[config.mk]
export PLATFORM = sky130hd
export DESIGN_NAME = fan_duty_from_temperature_core_flat
export DESIGN_NICKNAME = d
export VERILOG_FILES = /design/src/hw/rtl/fdt_pkg.sv /design/src/hw/rtl/fdt_req_if.sv /design/src/hw/rtl/fdt_rsp_if.sv /design/src/hw/rtl/fdt_csr_if.sv /design/src/hw/rtl/fdt_ctrl.sv /design/src/hw/rtl/fdt_dp.sv /design/src/hw/rtl/fan_duty_from_temperature_core.sv /design/src/flat_wrapper.sv
export SDC_FILE = /design/constraint.sdc
export NUM_CORES = 1
export LEC_CHECK = 0
export ABC_AREA = 0
export BUFFER_PORTS_ARGS = -buffer_cell sky130_fd_sc_hd__buf_2
export CORE_ASPECT_RATIO = 1.2
export CORE_MARGIN = 2
export CORE_UTILIZATION = 59
export DETAILED_ROUTE_END_ITERATION = 8
export PLACE_DENSITY = 0.79
export RECOVER_POWER = 100
export SETUP_SLACK_MARGIN = 0.05
export SYNTH_ARGS = -nofsm -noshare
export SYNTH_HDL_FRONTEND = slang
export SYNTH_SLANG_ARGS = --single-unit
[constraint.sdc]
create_clock -name clock -period 23.5 [get_ports clock]
set_input_delay 2.35 -clock clock [delete_from_list [all_inputs] [get_ports clock]]
set_output_delay 2.35 -clock clock [all_outputs]
set_load 0.005 [all_outputs]
[src/hw/rtl/fdt_pkg.sv]
package fdt_pkg;

   localparam int TEMP_W     = 13;
   localparam int DUTY_W     = 10;
   localparam int PCT_W      = 7;
   localparam int STATUS_W   = 2;
   localparam int CSR_IDX_W  = 3;
   localparam int CSR_DATA_W = 60;
   localparam int CURVE_PTS  = 6;
   localparam int SEG_IDX_W  = 3;
   localparam int OP_A_W     = 16;
   localparam int OP_B_W     = DUTY_W;
   localparam int NUM_W      = OP_A_W + OP_B_W;
   localparam int DIV_W      = 16;
   localparam int DIV_STEPS  = NUM_W;
   localparam int COUNT_W    = $clog2(DIV_STEPS);

   // duty / 10 as (duty * 205) >> 11, exact for duty below 1029
   localparam int PCT_MUL_W  = 8;
   localparam int PCT_SHIFT  = 11;
   localparam logic [PCT_MUL_W-1:0] PCT_MUL = 8'd205;

   typedef enum logic [1:0] {
      MODE_AUTO    = 2'd0,
      MODE_TEMP    = 2'd1,
      MODE_RPM     = 2'd2,
      MODE_INVALID = 2'd3
   } fdt_mode_type;

   typedef enum logic [STATUS_W-1:0] {
      STATUS_OK       = 2'd0,
      STATUS_CLAMPED  = 2'd1,
      STATUS_BAD_MODE = 2'd2
   } fdt_status_type;

   typedef enum logic [CSR_IDX_W-1:0] {
      CSR_MODE         = 3'd0,
      CSR_TARGET_TEMP  = 3'd1,
      CSR_TARGET_SPEED = 3'd2,
      CSR_MAX_SPEED    = 3'd3,
      CSR_TEMP_SPAN    = 3'd4,
      CSR_HYST_BAND    = 3'd5,
      CSR_CURVE_TEMPS  = 3'd6,
      CSR_CURVE_DUTIES = 3'd7
   } fdt_csr_index_type;

   typedef enum logic [2:0] {
      ST_IDLE = 3'd0,
      ST_PREP = 3'd1,
      ST_MUL  = 3'd2,
      ST_DIV  = 3'd3,
      ST_FIN  = 3'd4
   } fdt_state_type;

   typedef struct packed {
      logic load;
      logic prep;
      logic mul;
      logic step;
      logic fin;
   } fdt_cmd_type;

endpackage

[src/hw/rtl/fdt_req_if.sv]
interface fdt_req_if;
   import fdt_pkg::*;

   logic                     valid;
   logic                     ready;
   logic signed [TEMP_W-1:0] current_temp;
   logic signed [TEMP_W-1:0] room_temp;
   logic                     room_temp_valid;

   modport source (output valid, current_temp, room_temp, room_temp_valid, input ready);
   modport sink   (input valid, current_temp, room_temp, room_temp_valid, output ready);
endinterface

[src/hw/rtl/fdt_rsp_if.sv]
interface fdt_rsp_if;
   import fdt_pkg::*;

   logic                valid;
   logic                ready;
   logic [DUTY_W-1:0]   duty;
   logic [PCT_W-1:0]    duty_percent;
   logic [STATUS_W-1:0] status;

   modport source (output valid, duty, duty_percent, status, input ready);
   modport sink   (input valid, duty, duty_percent, status, output ready);
endinterface

[src/hw/rtl/fdt_csr_if.sv]
interface fdt_csr_if;
   import fdt_pkg::*;

   logic                  valid;
   logic                  ready;
   logic [CSR_IDX_W-1:0]  index;
   logic [CSR_DATA_W-1:0] data;

   modport source (output valid, index, data, input ready);
   modport sink   (input valid, index, data, output ready);
endinterface

[src/hw/rtl/fdt_ctrl.sv]
module fdt_ctrl (
   input  logic                 clock,
   input  logic                 reset,
   input  logic                 req_valid,
   output logic                 req_ready,
   output logic                 rsp_valid,
   input  logic                 rsp_ready,
   output fdt_pkg::fdt_cmd_type cmd
);
   import fdt_pkg::*;

   fdt_state_type      state_ff, state_in;
   logic [COUNT_W-1:0] count_ff, count_in;
   logic               out_valid_ff, out_valid_in;
   logic               last_step;

   assign last_step = (count_ff == COUNT_W'(DIV_STEPS - 1));

   always_comb begin
      state_in = state_ff;
      case (state_ff)
         ST_IDLE: begin
            if (req_valid) state_in = ST_PREP;
         end
         ST_PREP: state_in = ST_MUL;
         ST_MUL:  state_in = ST_DIV;
         ST_DIV: begin
            if (last_step) state_in = ST_FIN;
         end
         ST_FIN: begin
            if (!out_valid_ff || rsp_ready) state_in = ST_IDLE;
         end
         default: state_in = ST_IDLE;
      endcase
   end

   always_comb begin
      cmd       = '0;
      req_ready = 1'b0;
      count_in  = count_ff;
      case (state_ff)
         ST_IDLE: begin
            req_ready = 1'b1;
            cmd.load  = req_valid;
         end
         ST_PREP: cmd.prep = 1'b1;
         ST_MUL: begin
            cmd.mul  = 1'b1;
            count_in = '0;
         end
         ST_DIV: begin
            cmd.step = 1'b1;
            count_in = count_ff + COUNT_W'(1);
         end
         ST_FIN: cmd.fin = !out_valid_ff || rsp_ready;
         default: cmd = '0;
      endcase
   end

   always_comb begin
      out_valid_in = out_valid_ff;
      if (rsp_ready) out_valid_in = 1'b0;
      if (cmd.fin)   out_valid_in = 1'b1;
   end

   assign rsp_valid = out_valid_ff;

   always_ff @(posedge clock) begin
      if (reset) begin
         state_ff     <= ST_IDLE;
         count_ff     <= '0;
         out_valid_ff <= 1'b0;
      end else begin
         state_ff     <= state_in;
         count_ff     <= count_in;
         out_valid_ff <= out_valid_in;
      end
   end

   a_cmd_onehot: assert property (@(posedge clock) disable iff (reset)
      $onehot0({cmd.load, cmd.prep, cmd.mul, cmd.step, cmd.fin}))
      else $error("more than one datapath command at once");

   a_load_then_prep: assert property (@(posedge clock) disable iff (reset)
      cmd.load |=> cmd.prep)
      else $error("operand setup did not follow a transaction");

   a_mul_then_step: assert property (@(posedge clock) disable iff (reset)
      cmd.mul |=> (cmd.step && count_ff == '0))
      else $error("divider did not start from step zero");

   a_fin_sets_valid: assert property (@(posedge clock) disable iff (reset)
      cmd.fin |=> rsp_valid)
      else $error("result not presented after finish");

   a_no_accept_busy: assert property (@(posedge clock) disable iff (reset)
      req_ready |-> !(cmd.prep || cmd.mul || cmd.step))
      else $error("ready while an item is in work");

endmodule

[src/hw/rtl/fdt_dp.sv]
module fdt_dp #(
   parameter int MIN_DUTY = 0,
   parameter int MAX_DUTY = 1000
) (
   input  logic                                 clock,
   input  logic                                 reset,
   input  fdt_pkg::fdt_cmd_type                 cmd,
   input  logic                                 csr_write,
   input  logic [fdt_pkg::CSR_IDX_W-1:0]        csr_index,
   input  logic [fdt_pkg::CSR_DATA_W-1:0]       csr_data,
   input  logic signed [fdt_pkg::TEMP_W-1:0]    current_temp,
   input  logic signed [fdt_pkg::TEMP_W-1:0]    room_temp,
   input  logic                                 room_temp_valid,
   output logic [fdt_pkg::DUTY_W-1:0]           duty,
   output logic [fdt_pkg::PCT_W-1:0]            duty_percent,
   output logic [fdt_pkg::STATUS_W-1:0]         status
);
   import fdt_pkg::*;

   localparam int RAW_W = NUM_W + 2;
   localparam logic signed [RAW_W-1:0] MaxRaw = RAW_W'(MAX_DUTY);
   localparam logic signed [RAW_W-1:0] MinRaw = RAW_W'(MIN_DUTY);
   localparam logic [OP_B_W-1:0]       MaxDutyOp = OP_B_W'(MAX_DUTY);

   // configuration registers
   fdt_mode_type          mode_ff;
   logic signed [7:0]     target_temp_ff;
   logic [15:0]           target_speed_ff;
   logic [15:0]           max_speed_ff;
   logic [11:0]           temp_span_ff;
   logic [7:0]            hyst_band_ff;
   logic [8*CURVE_PTS-1:0]      curve_temps_ff;
   logic [DUTY_W*CURVE_PTS-1:0] curve_duties_ff;
   logic                  hyst_low_side_ff, hyst_low_side_in;

   // item and operand registers
   logic signed [TEMP_W-1:0] cur_ff, room_ff;
   logic                     room_ok_ff;
   logic [OP_A_W-1:0]        op_a_ff, op_a_in;
   logic [OP_B_W-1:0]        op_b_ff, op_b_in;
   logic [DIV_W-1:0]         div_ff, div_in;
   logic [DUTY_W-1:0]        base_ff, base_in;
   logic                     neg_ff, neg_in;
   logic                     bad_ff, bad_in;
   fdt_status_type           status_item_ff, status_item_in;
   logic [NUM_W-1:0]         quo_ff;
   logic [DIV_W-1:0]         rem_ff;
   logic [DUTY_W-1:0]        duty_ff, duty_in;
   logic [PCT_W-1:0]         pct_ff, pct_in;
   logic [STATUS_W-1:0]      status_ff;

   always_ff @(posedge clock) begin
      if (reset) begin
         mode_ff          <= MODE_AUTO;
         target_temp_ff   <= 8'sd40;
         target_speed_ff  <= 16'd0;
         max_speed_ff     <= 16'd3000;
         temp_span_ff     <= 12'd320;
         hyst_band_ff     <= 8'd5;
         curve_temps_ff   <= 48'h46_3C_32_28_1E_14;
         curve_duties_ff  <= '0;
      end else if (csr_write) begin
         case (fdt_csr_index_type'(csr_index))
            CSR_MODE:         mode_ff         <= fdt_mode_type'(csr_data[1:0]);
            CSR_TARGET_TEMP:  target_temp_ff  <= csr_data[7:0];
            CSR_TARGET_SPEED: target_speed_ff <= csr_data[15:0];
            CSR_MAX_SPEED:    max_speed_ff    <= csr_data[15:0];
            CSR_TEMP_SPAN:    temp_span_ff    <= csr_data[11:0];
            CSR_HYST_BAND:    hyst_band_ff    <= csr_data[7:0];
            CSR_CURVE_TEMPS:  curve_temps_ff  <= csr_data[8*CURVE_PTS-1:0];
            CSR_CURVE_DUTIES: curve_duties_ff <= csr_data[DUTY_W*CURVE_PTS-1:0];
            default:          mode_ff         <= mode_ff;
         endcase
      end
   end

   // operand setup
   logic signed [13:0] cur14, room14, target16, t_lo, t_hi, hyst_t;
   logic signed [13:0] hyst_diff, hyst_abs, hyst_excess, room_excess, excess;
   logic [OP_A_W-1:0]  prop_a;
   logic [DIV_W-1:0]   span_div;
   logic               speed_clamp;
   logic [15:0]        speed;
   logic [CURVE_PTS-1:0] above;
   logic               seg_found;
   logic [SEG_IDX_W-1:0] seg_lo, seg_hi;
   logic [7:0]         ct_lo, ct_hi;
   logic [DUTY_W-1:0]  cd_lo, cd_hi;
   logic signed [12:0] seg_w;
   logic signed [13:0] seg_off;
   logic signed [10:0] seg_dd;

   always_comb begin
      cur14       = 14'(cur_ff);
      room14      = 14'(room_ff);
      target16    = 14'($signed({target_temp_ff, 4'b0}));
      t_lo        = target16 - 14'sd16;
      t_hi        = target16 + 14'sd16;
      hyst_t      = hyst_low_side_ff ? t_lo : t_hi;
      hyst_diff   = hyst_t - cur14;
      hyst_abs    = hyst_diff[13] ? -hyst_diff : hyst_diff;
      hyst_excess = cur14 - hyst_t;
      room_excess = cur14 - room14;
      excess      = (mode_ff == MODE_AUTO) ? room_excess : hyst_excess;
      prop_a      = (excess > 14'sd0) ? OP_A_W'(excess[12:0]) : '0;
      span_div    = (temp_span_ff == '0) ? DIV_W'(1) : DIV_W'(temp_span_ff);

      speed_clamp = target_speed_ff > max_speed_ff;
      speed       = speed_clamp ? max_speed_ff : target_speed_ff;

      for (int i = 0; i < CURVE_PTS; i++) begin
         above[i] = cur14 > $signed({2'b0, curve_temps_ff[8*i +: 8], 4'b0});
      end
      seg_found = 1'b0;
      seg_lo    = '0;
      for (int i = 0; i < CURVE_PTS - 1; i++) begin
         if (above[i]) begin
            seg_found = 1'b1;
            seg_lo    = SEG_IDX_W'(i);
         end
      end
      seg_hi  = seg_lo + SEG_IDX_W'(1);
      ct_lo   = curve_temps_ff[8*seg_lo +: 8];
      ct_hi   = curve_temps_ff[8*seg_hi +: 8];
      cd_lo   = curve_duties_ff[DUTY_W*seg_lo +: DUTY_W];
      cd_hi   = curve_duties_ff[DUTY_W*seg_hi +: DUTY_W];
      seg_w   = $signed({1'b0, ct_hi, 4'b0}) - $signed({1'b0, ct_lo, 4'b0});
      seg_off = cur14 - $signed({2'b0, ct_lo, 4'b0});
      seg_dd  = $signed({1'b0, cd_hi}) - $signed({1'b0, cd_lo});
   end

   always_comb begin
      op_a_in        = '0;
      op_b_in        = MaxDutyOp;
      div_in         = DIV_W'(1);
      base_in        = '0;
      neg_in         = 1'b0;
      bad_in         = 1'b0;
      status_item_in = STATUS_OK;
      case (mode_ff)
         MODE_AUTO: begin
            if (room_ok_ff) begin
               op_a_in = prop_a;
               div_in  = span_div;
            end else if (above[CURVE_PTS-1]) begin
               base_in = curve_duties_ff[DUTY_W*(CURVE_PTS-1) +: DUTY_W];
            end else if (!seg_found) begin
               base_in = curve_duties_ff[DUTY_W-1:0];
            end else begin
               base_in = cd_lo;
               if (seg_w > 13'sd0) begin
                  op_a_in = OP_A_W'(seg_off[11:0]);
                  op_b_in = seg_dd[10] ? OP_B_W'(-seg_dd) : OP_B_W'(seg_dd);
                  neg_in  = seg_dd[10];
                  div_in  = DIV_W'(seg_w[11:0]);
               end
            end
         end
         MODE_TEMP: begin
            op_a_in = prop_a;
            div_in  = span_div;
         end
         MODE_RPM: begin
            if (speed_clamp) status_item_in = STATUS_CLAMPED;
            if (max_speed_ff != '0) begin
               op_a_in = speed;
               div_in  = max_speed_ff;
            end
         end
         MODE_INVALID: begin
            bad_in         = 1'b1;
            status_item_in = STATUS_BAD_MODE;
         end
         default: bad_in = 1'b1;
      endcase
   end

   always_comb begin
      hyst_low_side_in = hyst_low_side_ff;
      if (cmd.prep && mode_ff == MODE_TEMP) begin
         if (hyst_low_side_ff) begin
            if (hyst_abs < $signed({6'b0, hyst_band_ff})) hyst_low_side_in = 1'b0;
         end else if (cur14 > t_hi) begin
            hyst_low_side_in = 1'b1;
         end
      end
   end

   always_ff @(posedge clock) begin
      if (reset) begin
         hyst_low_side_ff <= 1'b1;
      end else begin
         hyst_low_side_ff <= hyst_low_side_in;
      end
   end

   // restoring divider, one quotient bit per step
   logic [DIV_W:0] trial;
   logic           fits;

   assign trial = {rem_ff, quo_ff[NUM_W-1]};
   assign fits  = trial >= {1'b0, div_ff};

   // finish: base plus signed quotient, clamp (zero for a bad mode), whole percent
   logic signed [RAW_W-1:0]      raw;
   logic [DUTY_W+PCT_MUL_W-1:0]  pct_prod;

   always_comb begin
      raw = neg_ff ? ($signed(RAW_W'(base_ff)) - $signed(RAW_W'(quo_ff)))
                   : ($signed(RAW_W'(base_ff)) + $signed(RAW_W'(quo_ff)));
      if (raw > MaxRaw)      duty_in = DUTY_W'(MAX_DUTY);
      else if (raw < MinRaw) duty_in = DUTY_W'(MIN_DUTY);
      else                   duty_in = raw[DUTY_W-1:0];
      if (bad_ff) duty_in = '0;
      pct_prod = duty_in * PCT_MUL;
      pct_in   = pct_prod[PCT_SHIFT +: PCT_W];
   end

   always_ff @(posedge clock) begin
      if (cmd.load) begin
         cur_ff     <= current_temp;
         room_ff    <= room_temp;
         room_ok_ff <= room_temp_valid;
      end
      if (cmd.prep) begin
         op_a_ff        <= op_a_in;
         op_b_ff        <= op_b_in;
         div_ff         <= div_in;
         base_ff        <= base_in;
         neg_ff         <= neg_in;
         bad_ff         <= bad_in;
         status_item_ff <= status_item_in;
      end
      if (cmd.mul) begin
         quo_ff <= op_a_ff * op_b_ff;
         rem_ff <= '0;
      end else if (cmd.step) begin
         rem_ff <= fits ? DIV_W'(trial - {1'b0, div_ff}) : trial[DIV_W-1:0];
         quo_ff <= {quo_ff[NUM_W-2:0], fits};
      end
      if (cmd.fin) begin
         duty_ff   <= duty_in;
         pct_ff    <= pct_in;
         status_ff <= status_item_ff;
      end
   end

   assign duty         = duty_ff;
   assign duty_percent = pct_ff;
   assign status       = status_ff;

endmodule

[src/hw/rtl/fan_duty_from_temperature_core.sv]
// rsp.valid is set for a result after the req transaction has passed setup, multiply,
// 26 divider steps and finish; finish waits while an earlier result is not yet taken
// req.ready is high only in idle, so with the bit-serial divider a new item waits until the last one finishes
// reset: synchronous active high; configuration registers return to defaults,
// hysteresis flag set and no result pending; csr.ready is always high
module fan_duty_from_temperature_core #(
   parameter int MIN_DUTY = 0,
   parameter int MAX_DUTY = 1000
) (
   input logic       clock,
   input logic       reset,
   fdt_req_if.sink   req,
   fdt_rsp_if.source rsp,
   fdt_csr_if.sink   csr
);
   import fdt_pkg::*;

   fdt_cmd_type cmd;

   assign csr.ready = 1'b1;

   fdt_ctrl u_ctrl (
      .clock     (clock),
      .reset     (reset),
      .req_valid (req.valid),
      .req_ready (req.ready),
      .rsp_valid (rsp.valid),
      .rsp_ready (rsp.ready),
      .cmd       (cmd)
   );

   fdt_dp #(
      .MIN_DUTY (MIN_DUTY),
      .MAX_DUTY (MAX_DUTY)
   ) u_dp (
      .clock           (clock),
      .reset           (reset),
      .cmd             (cmd),
      .csr_write       (csr.valid),
      .csr_index       (csr.index),
      .csr_data        (csr.data),
      .current_temp    (req.current_temp),
      .room_temp       (req.room_temp),
      .room_temp_valid (req.room_temp_valid),
      .duty            (rsp.duty),
      .duty_percent    (rsp.duty_percent),
      .status          (rsp.status)
   );

endmodule

[src/flat_wrapper.sv]
// flat-port wrapper written by rule: the top's interface ports become plain ports
module fan_duty_from_temperature_core_flat import fdt_pkg::*;
#(
   parameter int MIN_DUTY = 0,
   parameter int MAX_DUTY = 1000
)
  (clock, reset, req_valid, req_current_temp, req_room_temp, req_room_temp_valid, req_ready, rsp_valid, rsp_duty, rsp_duty_percent, rsp_status, rsp_ready, csr_valid, csr_index, csr_data, csr_ready);
  fdt_req_if req_i ();
  fdt_rsp_if rsp_i ();
  fdt_csr_if csr_i ();
  input logic clock;
  input logic reset;
  input wire logic [$bits(req_i.valid)-1:0] req_valid;
  input wire logic [$bits(req_i.current_temp)-1:0] req_current_temp;
  input wire logic [$bits(req_i.room_temp)-1:0] req_room_temp;
  input wire logic [$bits(req_i.room_temp_valid)-1:0] req_room_temp_valid;
  output wire logic [$bits(req_i.ready)-1:0] req_ready;
  output wire logic [$bits(rsp_i.valid)-1:0] rsp_valid;
  output wire logic [$bits(rsp_i.duty)-1:0] rsp_duty;
  output wire logic [$bits(rsp_i.duty_percent)-1:0] rsp_duty_percent;
  output wire logic [$bits(rsp_i.status)-1:0] rsp_status;
  input wire logic [$bits(rsp_i.ready)-1:0] rsp_ready;
  input wire logic [$bits(csr_i.valid)-1:0] csr_valid;
  input wire logic [$bits(csr_i.index)-1:0] csr_index;
  input wire logic [$bits(csr_i.data)-1:0] csr_data;
  output wire logic [$bits(csr_i.ready)-1:0] csr_ready;
  assign req_i.valid = req_valid;
  assign req_i.current_temp = req_current_temp;
  assign req_i.room_temp = req_room_temp;
  assign req_i.room_temp_valid = req_room_temp_valid;
  assign req_ready = req_i.ready;
  assign rsp_valid = rsp_i.valid;
  assign rsp_duty = rsp_i.duty;
  assign rsp_duty_percent = rsp_i.duty_percent;
  assign rsp_status = rsp_i.status;
  assign rsp_i.ready = rsp_ready;
  assign csr_i.valid = csr_valid;
  assign csr_i.index = csr_index;
  assign csr_i.data = csr_data;
  assign csr_ready = csr_i.ready;
  fan_duty_from_temperature_core #(.MIN_DUTY(MIN_DUTY), .MAX_DUTY(MAX_DUTY)) u_core (.clock(clock), .reset(reset), .req(req_i), .rsp(rsp_i), .csr(csr_i));
endmodule
Yosys cells after proc, flatten, opt, wreduce, memory -nomap -nowiden
Cells that the tools add are included.
- register bits: 324
- output and inout bits: 22
- word-level logic and storage cells: 163
- $add $sub $neg: 15
- multipliers: 4
- $lt $le $gt $ge: 14
- eq/ne operators: 18
- shifts and indexed selects: 4
- multiplexer cells: 56
- bitwise operators: 3
- reductions and logical operators: 22
- operators with widths (kind ; count):
    $shiftx A60 B8 Y10 ; 2
    $mux W12 ; 8
    $pmux W16 S3 ; 2
    $shiftx A48 B7 Y8 ; 2
    $gt A13 B13 Y1 ; 7
    $mux W16 ; 4
    $mux W10 ; 6
    $mux W26 ; 2
    $mux W14 ; 3
    $gt A28 B11 Y1 const B ; 1
    $lt A28 B1 Y1 const B ; 1
    $mux W28 ; 1
    $add A10 B26 Y27 ; 1
    $sub A10 B26 Y27 ; 1
    $mul A16 B10 Y26 ; 1
    $mux W13 ; 2
    $mux W1 ; 19
    $mul A10 B8 Y18 const B ; 1
    $mux W3 ; 6
    $ge A17 B16 Y1 ; 1
    $gt A16 B16 Y1 ; 1
    $reduce_and A2 Y1 ; 8
    $reduce_bool A16 Y1 ; 1
    $sub A16 B16 Y16 ; 1
    37 further kinds ; 54

Longest topological paths before layout
Gate-level depths: netlist of run 1.
- depth in word-level cells: 14
- mapped depth: 35
- gate-level depth less buffers: 32

Cells and area by module
A second synthesis of run 1 with hierarchy kept.
- cell total of the unflattened synthesis: 3246
- area total of the unflattened synthesis: 27548.9 um^2
- by module, submodules not included (module ; instances ; cells an instance ; area each (um^2) ; sequential area each (um^2)):
    fdt_dp ; 1 ; 3186 ; 27024.7 ; 7557.2
    fdt_ctrl ; 1 ; 58 ; 513.0 ; 180.2
    fan_duty_from_temperature_core ; 1 ; 2 ; 11.3 ; 0.0

Worst setup path before layout of run 1
OpenSTA, ideal clock, no wires.
- kind: reg-to-reg
- start point: reg u_core.u_dp.cur_ff[5]
- end point: reg u_core.u_dp.op_b_ff[7] (data pin)
- setup time: 0.270 ns
- arrival: 7.211 ns
- data required time: 23.230 ns
- path slack: 16.019 ns
- cell stages (with the launch flop): 34
- cell sequence: edfxtp_1 ha_1 nor2b_1 o21a_1 o21a_1 o21a_1 o21a_1 o21a_1 o21a_1 o21ai_1 o21ai_1 nand2_1 clkbuf_1 inv_1 ha_1 clkbuf_1 clkbuf_1 mux4_2 a2bb2oi_1 ha_1 inv_1 fa_1 a21oi_1 nor2_1 nor2_1 o21ai_0 a21oi_1 o21bai_1 a21oi_1 o21bai_1 a21o_1 clkbuf_1 o21ai_0 or3b_2
- word-level cells in the longest chain between the ends: 11
- elaborated cells between the ends (all ways): 30
- classes of those cells: 4 x add/sub; 2 x mul; 7 x order compare; 4 x shift; 10 x mux; 2 x bitwise; 1 x reduce/logical
- ends and longest elaborated chain (item ; line ; text):
    from (decl) ; fdt_dp.sv:37 ; logic signed [TEMP_W-1:0] cur_ff, room_ff;
    from (signal assigned) ; fdt_dp.sv:221 ; cur_ff <= current_temp;
    $gt A13 B13 Y1 ; fdt_dp.sv:112 ; above[i] = cur14 > $signed({2'b0, curve_temps_ff[8*i +: 8], 4'b0});
    $mux W1 ; fdt_dp.sv:117 ; if (above[i]) begin
    $mux W3 (3 in series) ; fdt_dp.sv:117 ;
    $add A3 B1 Y3 ; fdt_dp.sv:122 ; seg_hi = seg_lo + SEG_IDX_W'(1);
    $mul A3 B3 Y6 or $shiftx A48 B7 Y8 (tied branches) ; fdt_dp.sv:126, fdt_dp.sv:124 ;
    $shiftx A60 B8 Y10 or $sub A12 B12 Y13 (tied branches) ; fdt_dp.sv:126, fdt_dp.sv:127 ;
    $sub A10 B10 Y11 or $gt A13 B1 Y1 (tied branches) ; fdt_dp.sv:129, fdt_dp.sv:151 ;
    $neg A10 Y10 or $not A1 Y1 (tied branches) ; - ;
    $mux W10 or $reduce_or A5 Y1 (tied branches) ; - ;
    to (signal assigned) ; fdt_dp.sv:227 ; op_b_ff <= op_b_in;
    to (decl) ; fdt_dp.sv:40 ; logic [OP_B_W-1:0] op_b_ff, op_b_in;
Several ways; a longest one is shown, not always the timed one.
A chain may end at the register's enable or synchronous reset.

Final worst setup path of run 1
Ends and elaborated chain as after synthesis.

==> key figures, run 1 <==
Setup path
  – Slowest CP cell: or2_0
  – Highest net fanout along the worst path: 30
  – Max incr delay on CP: 0.94 ns
  – FF-to-FF setup slack: 13.84 ns
  – WP data arrival: 9.95 ns
  – CP most frequent cell: o21a_1
  – WP data required: 23.79 ns
  – Endpoint class of the critical path: flop
  – CP Launch Type: flop
  – Setup CP Type: flop to flop

Placement
  – Placed cells: 3876
  – I/O Buffers: 115
  – Final HPWL DP: 64.7 mm
  – Placer's final routability congestion estimate: 1.00

Timing
  – Slew Limit Fails: 491
  – Fin crit share: 0.411
  – Final Hold Viols: 0
  – Setup TNS: 0 ns
  – Setup Viol. Count Final: 0
  – Worst-Margin Slew: 3.24 ns
  – RSZ-0062 raised after global routing: no
  – Fin crit period: 9.66 ns
  – Slew headroom: -1.16
  – Highest clock rate: 103 MHz
  – Skew final: 0.0241 ns
  – Hold WS: 0.441 ns

Route
  – Final wirelength: 84.7 mm
  – Drt pass-1 iters: 6
  – Via-per-instance ratio: 6.26
  – DRT iter0 DRCs: 1834
  – Via count: 24700
  – Residual DRC: 0
  – Routed Antenna Nets: 0
  – DR WL/cell: 21.5 um

Clock tree
  – Clock latency on the worst-skew pair: 0.57 ns
  – CTS Buf Count: 37
  – Clk sink count: 323
  – CTS tree: built
  – Clk pin slew, worst setup/hold paths: 0.06 ns
  – Hold-fix buffers, CTS: 0
  – Max clock buf depth: 3
  – Cts repair resizes: 0
  – CTS root buffer: clkbuf_16
  – # Post-CTS Setup Buffers: 0
  – H-tree levels: 2

Power
  – Leak: 0.0128 uW
  – Max rail drop VDD: 118 uV
  – Power Dens Cells: 110 nW/um^2

Yosys
  – #FFs+latches synth: 323
  – Avg Cell Area, Syn: 8.54 sq um
  – Post-synth top area share: 0.140
  – Leading area contributor after synthesis: dfxtp_1
  – Sequential-to-total area share from yosys stat: 0.277
  – Syn Nets: 3778
  – Synthesized area: 27900 sq um
  – Synth Flop Type: dfxtp_1
  – Synth area leaders: dfxtp_1, edfxtp_1, ha_1, fa_1, nand2_1
  – Cell count after synthesis: 3274
  – Ys async rst share: 0
  – EDFF count, synth: 127
  – Yosys cell types: 101
  – Yosys warnings: 0

Global routing
  – Total gr overflow: 0
  – Tot GR Track Use: 0.343
  – Initial antenna violation count: 0
  – Pin count of the biggest net entering global routing: 74
  – Global-route wire length before repair: 133 mm
  – Vias in the first global route: 24800

Floorplanning
  – Die area: 49100 sq um
  – IO Count: 117
  – Core area: 46900 sq um
  – Die height: 242 um
  – Cell Rows: 87
  – Starting Density: 0.596
  – Die Width: 203 um

Cells and area
  – Ant. Diodes: 0
  – Area growth syn-to-layout: 7.18%
  – NumNets Final: 3796
  – Final non-filler cell total: 3943
  – Share of cells above drive strength 1: 0.0744

Run status
  – Status: finished, violations left
  – Failing checks: capacitance limit, slew limit

Min path
  – Hold WC Path Type: flop to flop

Run
  – Max_cap viols: 11
==> final cells by class <==
class | count | area (sq um)
multi-input combinational | 2467 | 18300
fill | 4011 | 17000
sequential | 323 | 7740
inverter | 321 | 1200
clock buffer | 51 | 1060
tap | 623 | 779
timing repair buffer | 142 | 724
clock inverter | 16 | 151
==> kinds of logic (layout without fill, tap and decap cells) <==
family	Yosys count	count (layout)	share of synthesized area
and+or+nand+nor	1146	1146	0.196
AOI/OAI and AO/OA	725	725	0.171
buffers and inverters	484	530	0.0668
adders and majority gates	409	409	0.219
DFF	323	323	0.277
xor gates and xnor gates	111	111	0.0348
muxes	75	75	0.0356
other	1	1	0.000134
==> power by group <==
part | leakage (uW) | internal [uW] | switching, uW
clock | 0.000606 | 340 | 247
combinational | 0.00941 | 847 | 1150
sequential | 0.00277 | 637 | 64.7
==> stage by stage <==
step	cell area, sq um	power [uW]	setup WS, ns	utilization
2_1_floorplan	27900	2210	16.02	-
3_3_place_gp	28900	2620	15.34	0.616
3_5_place_dp	28900	2670	15.11	0.616
4_1_cts	30100	3280	15.08	0.641
5_1_grt	30000	3560	13.23	0.639
6_report	30000	3290	13.84	0.639
==> cells in the final DEF (no fill, tap or decap), drive strengths merged, types with 71 or more instances in the layout <==
cell and count:
a21oi 238, and2 80, buf 117, clkbuf 76
dfxtp 196, edfxtp 127, fa 134, ha 275
inv 325, nand2 501, nand3 71, nor2 174
nor3 76, o21ai 135, xnor2 71
==> synthesized netlist by cell type (29+ instances only) <==
cell type,n
nand2_1,501
inv_1,319
ha_1,275
a21oi_1,238
dfxtp_1,196
nor2_1,174
clkbuf_1,137
fa_1,134
o21ai_0,128
edfxtp_1,127
and2_1,80
nor3_1,74
nand3_1,71
xnor2_1,71
o21a_1,48
nor2b_1,43
mux2i_1,42
xor2_1,40
nand2b_1,33
nand3b_1,29
nand4_1,29
==> path summary, 6_finish.rpt <==
path | from | to | depth (start not counted)
min | u_core.u_dp.status_item_ff[0] | u_core.u_dp.status[0] | 0
min reg2reg | u_core.u_dp.status_item_ff[0] | u_core.u_dp.status[0] | 0
max | u_core.u_dp.cur_ff[5] | u_core.u_dp.op_b_ff[7] | 27
max reg2reg | u_core.u_dp.cur_ff[5] | u_core.u_dp.op_b_ff[7] | 27
==> flip-flops by register name (all words and copies together), names as in the netlist, 12 cells and up <==
register / flops
u_core.u_dp.rem_ff: 16
u_core.u_dp.curve_temps_ff: 48
u_core.u_dp.quo_ff: 26
u_core.u_dp.curve_duties_ff: 60
u_core.u_dp.temp_span_ff: 12
u_core.u_dp.max_speed_ff: 16
u_core.u_dp.target_speed_ff: 16
u_core.u_dp.op_a_ff: 16
u_core.u_dp.div_ff: 16
u_core.u_dp.cur_ff: 13
u_core.u_dp.room_ff: 13
==> worst max-delay path, delay by kind of cell, from the launching register on <==
family	cells	cell delay (ns)
adders and majority gates	4	1.80
buffers and inverters	3	0.78
AOI/OAI and AO/OA	13	2.36
xor gates and xnor gates	1	0.13
DFF	1	0.61
and+or+nand+nor	6	3.68
==> per-layer routing <==
metal	part of all wire	GRT usage	routed length, um	vias up
li1	-	-	-	11400
met1	0.38	0.399	32000	11900
met2	0.49	0.599	41600	1085
met3	0.065	0.0499	5540	311
met4	0.066	0.205	5620	0
met5	0	0	0	-
No activity file was read; power rests on OpenSTA's default activity.
==> run 2, diff against run 1 <==
==> constraint.sdc (replaced) <==
create_clock -name clock -period 9.13 [get_ports clock]
set_input_delay 0.913 -clock clock [delete_from_list [all_inputs] [get_ports clock]]
set_output_delay 0.913 -clock clock [all_outputs]
set_load 0.005 [all_outputs]
==> run 2 against run 1 <==
The run still ends with capacitance limit, slew limit left. Die area is the same. Utilization grew 0.15 points. Final area grew 0.23%. Global-route usage grew 0.26 points. Via count is essentially flat. Final cell count grew 0.13%. Clock skew shrank 0.0047 ns. Sequential cell count is the same. Largest cell class unchanged.
==> key figures, run 2 (same netlist as run 1, synthesis figures left out) <==
Placement
  – Placer's final routability congestion estimate: 1.01 (+1.3%)
  – Final HPWL DP: 66.1 mm (+2.3%)
  – Pre-CTS WS: 0.964 ns (-14.14 ns)
  – I/O Buffers: 115 (unchanged)

Power
  – Switching Fraction: 0.456 (+0.0107)
  – Cell Int Power: 4690 uW (+160%)
  – Power Dens Cells: 287 nW/um^2 (+160%)
  – Sequential share of power: 0.210 (-0.004)
  – Combinational power share: 0.616 (+0.008)
  – Leak: 0.0128 uW (about the same)
  – P_sw: 3920 uW (+170%)
  – Max rail drop VDD: 420 uV (+260%)
  – Tot Pwr: 8610 uW (+160%)
  – Clock power frac: 0.174 (-0.005)

Setup path
  – Max incr delay on CP: 0.67 ns (-0.27 ns)
  – WP data required: 9.42 ns (-14.37 ns)
  – CP most frequent cell: o21a_1
  – Setup CP Type: flop to flop
  – Worst path depth: 32 (+19%)
  – Endpoint class of the critical path: flop
  – Cell family with most CP delay: compound AO/OA/AOI/OAI gates
  – Crit path buf inv count: 5 (+2)
  – Highest net fanout along the worst path: 17 (-43%)
  – WP data arrival: 8.89 ns (-1.06 ns)
  – Slowest CP cell: clkbuf_1
  – CP Launch Type: flop
  – Cells on worst reg2reg path: 32 (+19%)

Timing
  – Fin crit share: 0.942 (+0.530)
  – Setup TNS: 0 ns (unchanged)
  – Setup Viol. Count Final: 0 (unchanged)
  – Final Hold Viols: 0 (unchanged)
  – Slew Limit Fails: 453 (-7.7%)
  – Worst-Margin Slew: 3.50 ns (+0.259 ns)
  – Highest clock rate: 116 MHz (+12%)
  – RSZ-0062 raised after global routing: no
  – Skew final: 0.0194 ns (-0.00474 ns)
  – Worst setup margin: 0.534 ns (-13.30 ns)
  – Slew headroom: -1.34 (-0.173)
  – Fin crit period: 8.60 ns (-1.07 ns)

Route
  – Drt pass-1 iters: 8 (+2)
  – Final wirelength: 85.7 mm (+1.1%)
  – Residual DRC: 0 (unchanged)
  – DR WL/cell: 21.7 um (+0.99%)
  – DRT iter0 DRCs: 2140 (+17%)
  – Via-per-instance ratio: 6.25 (about the same)
  – Routed Antenna Nets: 0 (unchanged)
  – Via count: 24700 (+0.049%)

Cells and area
  – Commonest non-fill, non-tap cell in the layout: nand2_1
  – Most flops, register: u_core.u_dp.curve_duties_ff
  – Area growth syn-to-layout: 7.43%
  – NumNets Final: 3799 (+0.079%)
  – Commonest cells after routing, fill and taps aside: nand2_1, inv_1, ha_1
  – Max reg flops: 60 (unchanged)
  – Biggest regs: u_core.u_dp.curve_duties_ff: 60 flops, u_core.u_dp.curve_temps_ff: 48 flops, u_core.u_dp.quo_ff: 26 flops
  – Fill cell count: 4076 (+1.6%)
  – Share of cells above drive strength 1: 0.0752 (+0.000836)

Clock tree
  – Clock latency on the worst-skew pair: 0.57 ns (about the same)
  – Clk pin slew, worst setup/hold paths: 0.06 ns (about the same)
  – CTS tree: built
  – Hold-fix buffers, CTS: 0 (unchanged)
  – CTS root buffer: clkbuf_16
  – Max clock buf depth: 3 (unchanged)
  – # Post-CTS Setup Buffers: 0 (unchanged)
  – H-tree levels: 2 (unchanged)
  – Cts repair resizes: 0 (unchanged)
  – Clk sink count: 323 (unchanged)
  – CTS Buf Count: 36 (-2.7%)

Global routing
  – Initial antenna violation count: 2 (+2)
  – Tot GR Track Use: 0.346 (+0.00264)
  – Vias in the first global route: 24800 (-0.20%)
  – Total gr overflow: 0 (unchanged)
  – Global-route wire length before repair: 134 mm (+0.83%)
  – Pin count of the biggest net entering global routing: 78 (+5.4%)

Floorplanning
  – Die height: 242 um (unchanged)
  – Die Width: 203 um (unchanged)
  – Cell Rows: 87 (unchanged)
  – Die area: 49100 sq um (unchanged)
  – Core area: 46900 sq um (unchanged)
  – Starting Density: 0.596 (unchanged)
  – IO Count: 117 (unchanged)

Run
  – Max_cap viols: 9 (-2)

Run status
  – Status: finished, violations left
  – Failing checks: capacitance limit, slew limit

Min path
  – Hold WC Path Type: flop to flop
  – WHS Path Cells: 0 (unchanged)
run 2: cell types whose count changed in the layout (fill, tap and decap cells not counted), moves of 2 or more:
cell       change
buf_4          +2
bufinv_16      -2
clkbuf_1       +2
clkbuf_16      +2
clkinv_1       +3
clkinv_2       -5
diode_2        +2
inv_4          -2
run 2: routing by layer:
metal	global-route usage	share of wire
met1	0.409	0.38
met2	0.609	0.50
met3	0.0523	0.069
met4	0.173	0.053
met5	0	0
run 2: worst paths after layout:
path                                  from                     end  slack (ns)
max                  u_core.u_dp.cur_ff[4]  u_core.u_dp.op_b_ff[7]        0.53
min reg2reg  u_core.u_dp.status_item_ff[0]   u_core.u_dp.status[0]        0.45
max reg2reg          u_core.u_dp.cur_ff[4]  u_core.u_dp.op_b_ff[7]        0.53
min          u_core.u_dp.status_item_ff[0]   u_core.u_dp.status[0]        0.45
run 2: area by class of cell:
class / count / area, sq um / area share
sequential: 323 / 7740 / 0.258
clock buffer: 53 / 1120 / 0.0373
inverter: 321 / 1200 / 0.0401
antenna: 2 / 5.00 / 0.000167
timing repair buffer: 146 / 746 / 0.0248
tap: 623 / 779 / 0.0260
multi-input combinational: 2467 / 18300 / 0.611
clock inverter: 13 / 90.1 / 0.00300
run 2: power by group through the flow:
stage / registers (uW) / logic (uW) / clock network (uW)
after detailed placement: 1830 / 5190 / 0
after CTS: 1800 / 5250 / 1510
after floorplan: 1710 / 3960 / 0
after global routing: 1810 / 5860 / 1560
final: 1810 / 5310 / 1490
after global placement: 1830 / 5020 / 0
run 2: per-stage QoR:
stage / cells / util / hold slack, ns / cell area [sq um]
after floorplan: 3274 / - / 0.400 / 27900
after detailed placement: 3880 / 0.616 / 0.428 / 28900
after global routing: 3947 / 0.640 / 0.460 / 30000
after global placement: 3880 / 0.616 / 0.425 / 28900
after CTS: 3946 / 0.642 / 0.436 / 30100
final: 3948 / 0.640 / 0.448 / 30000
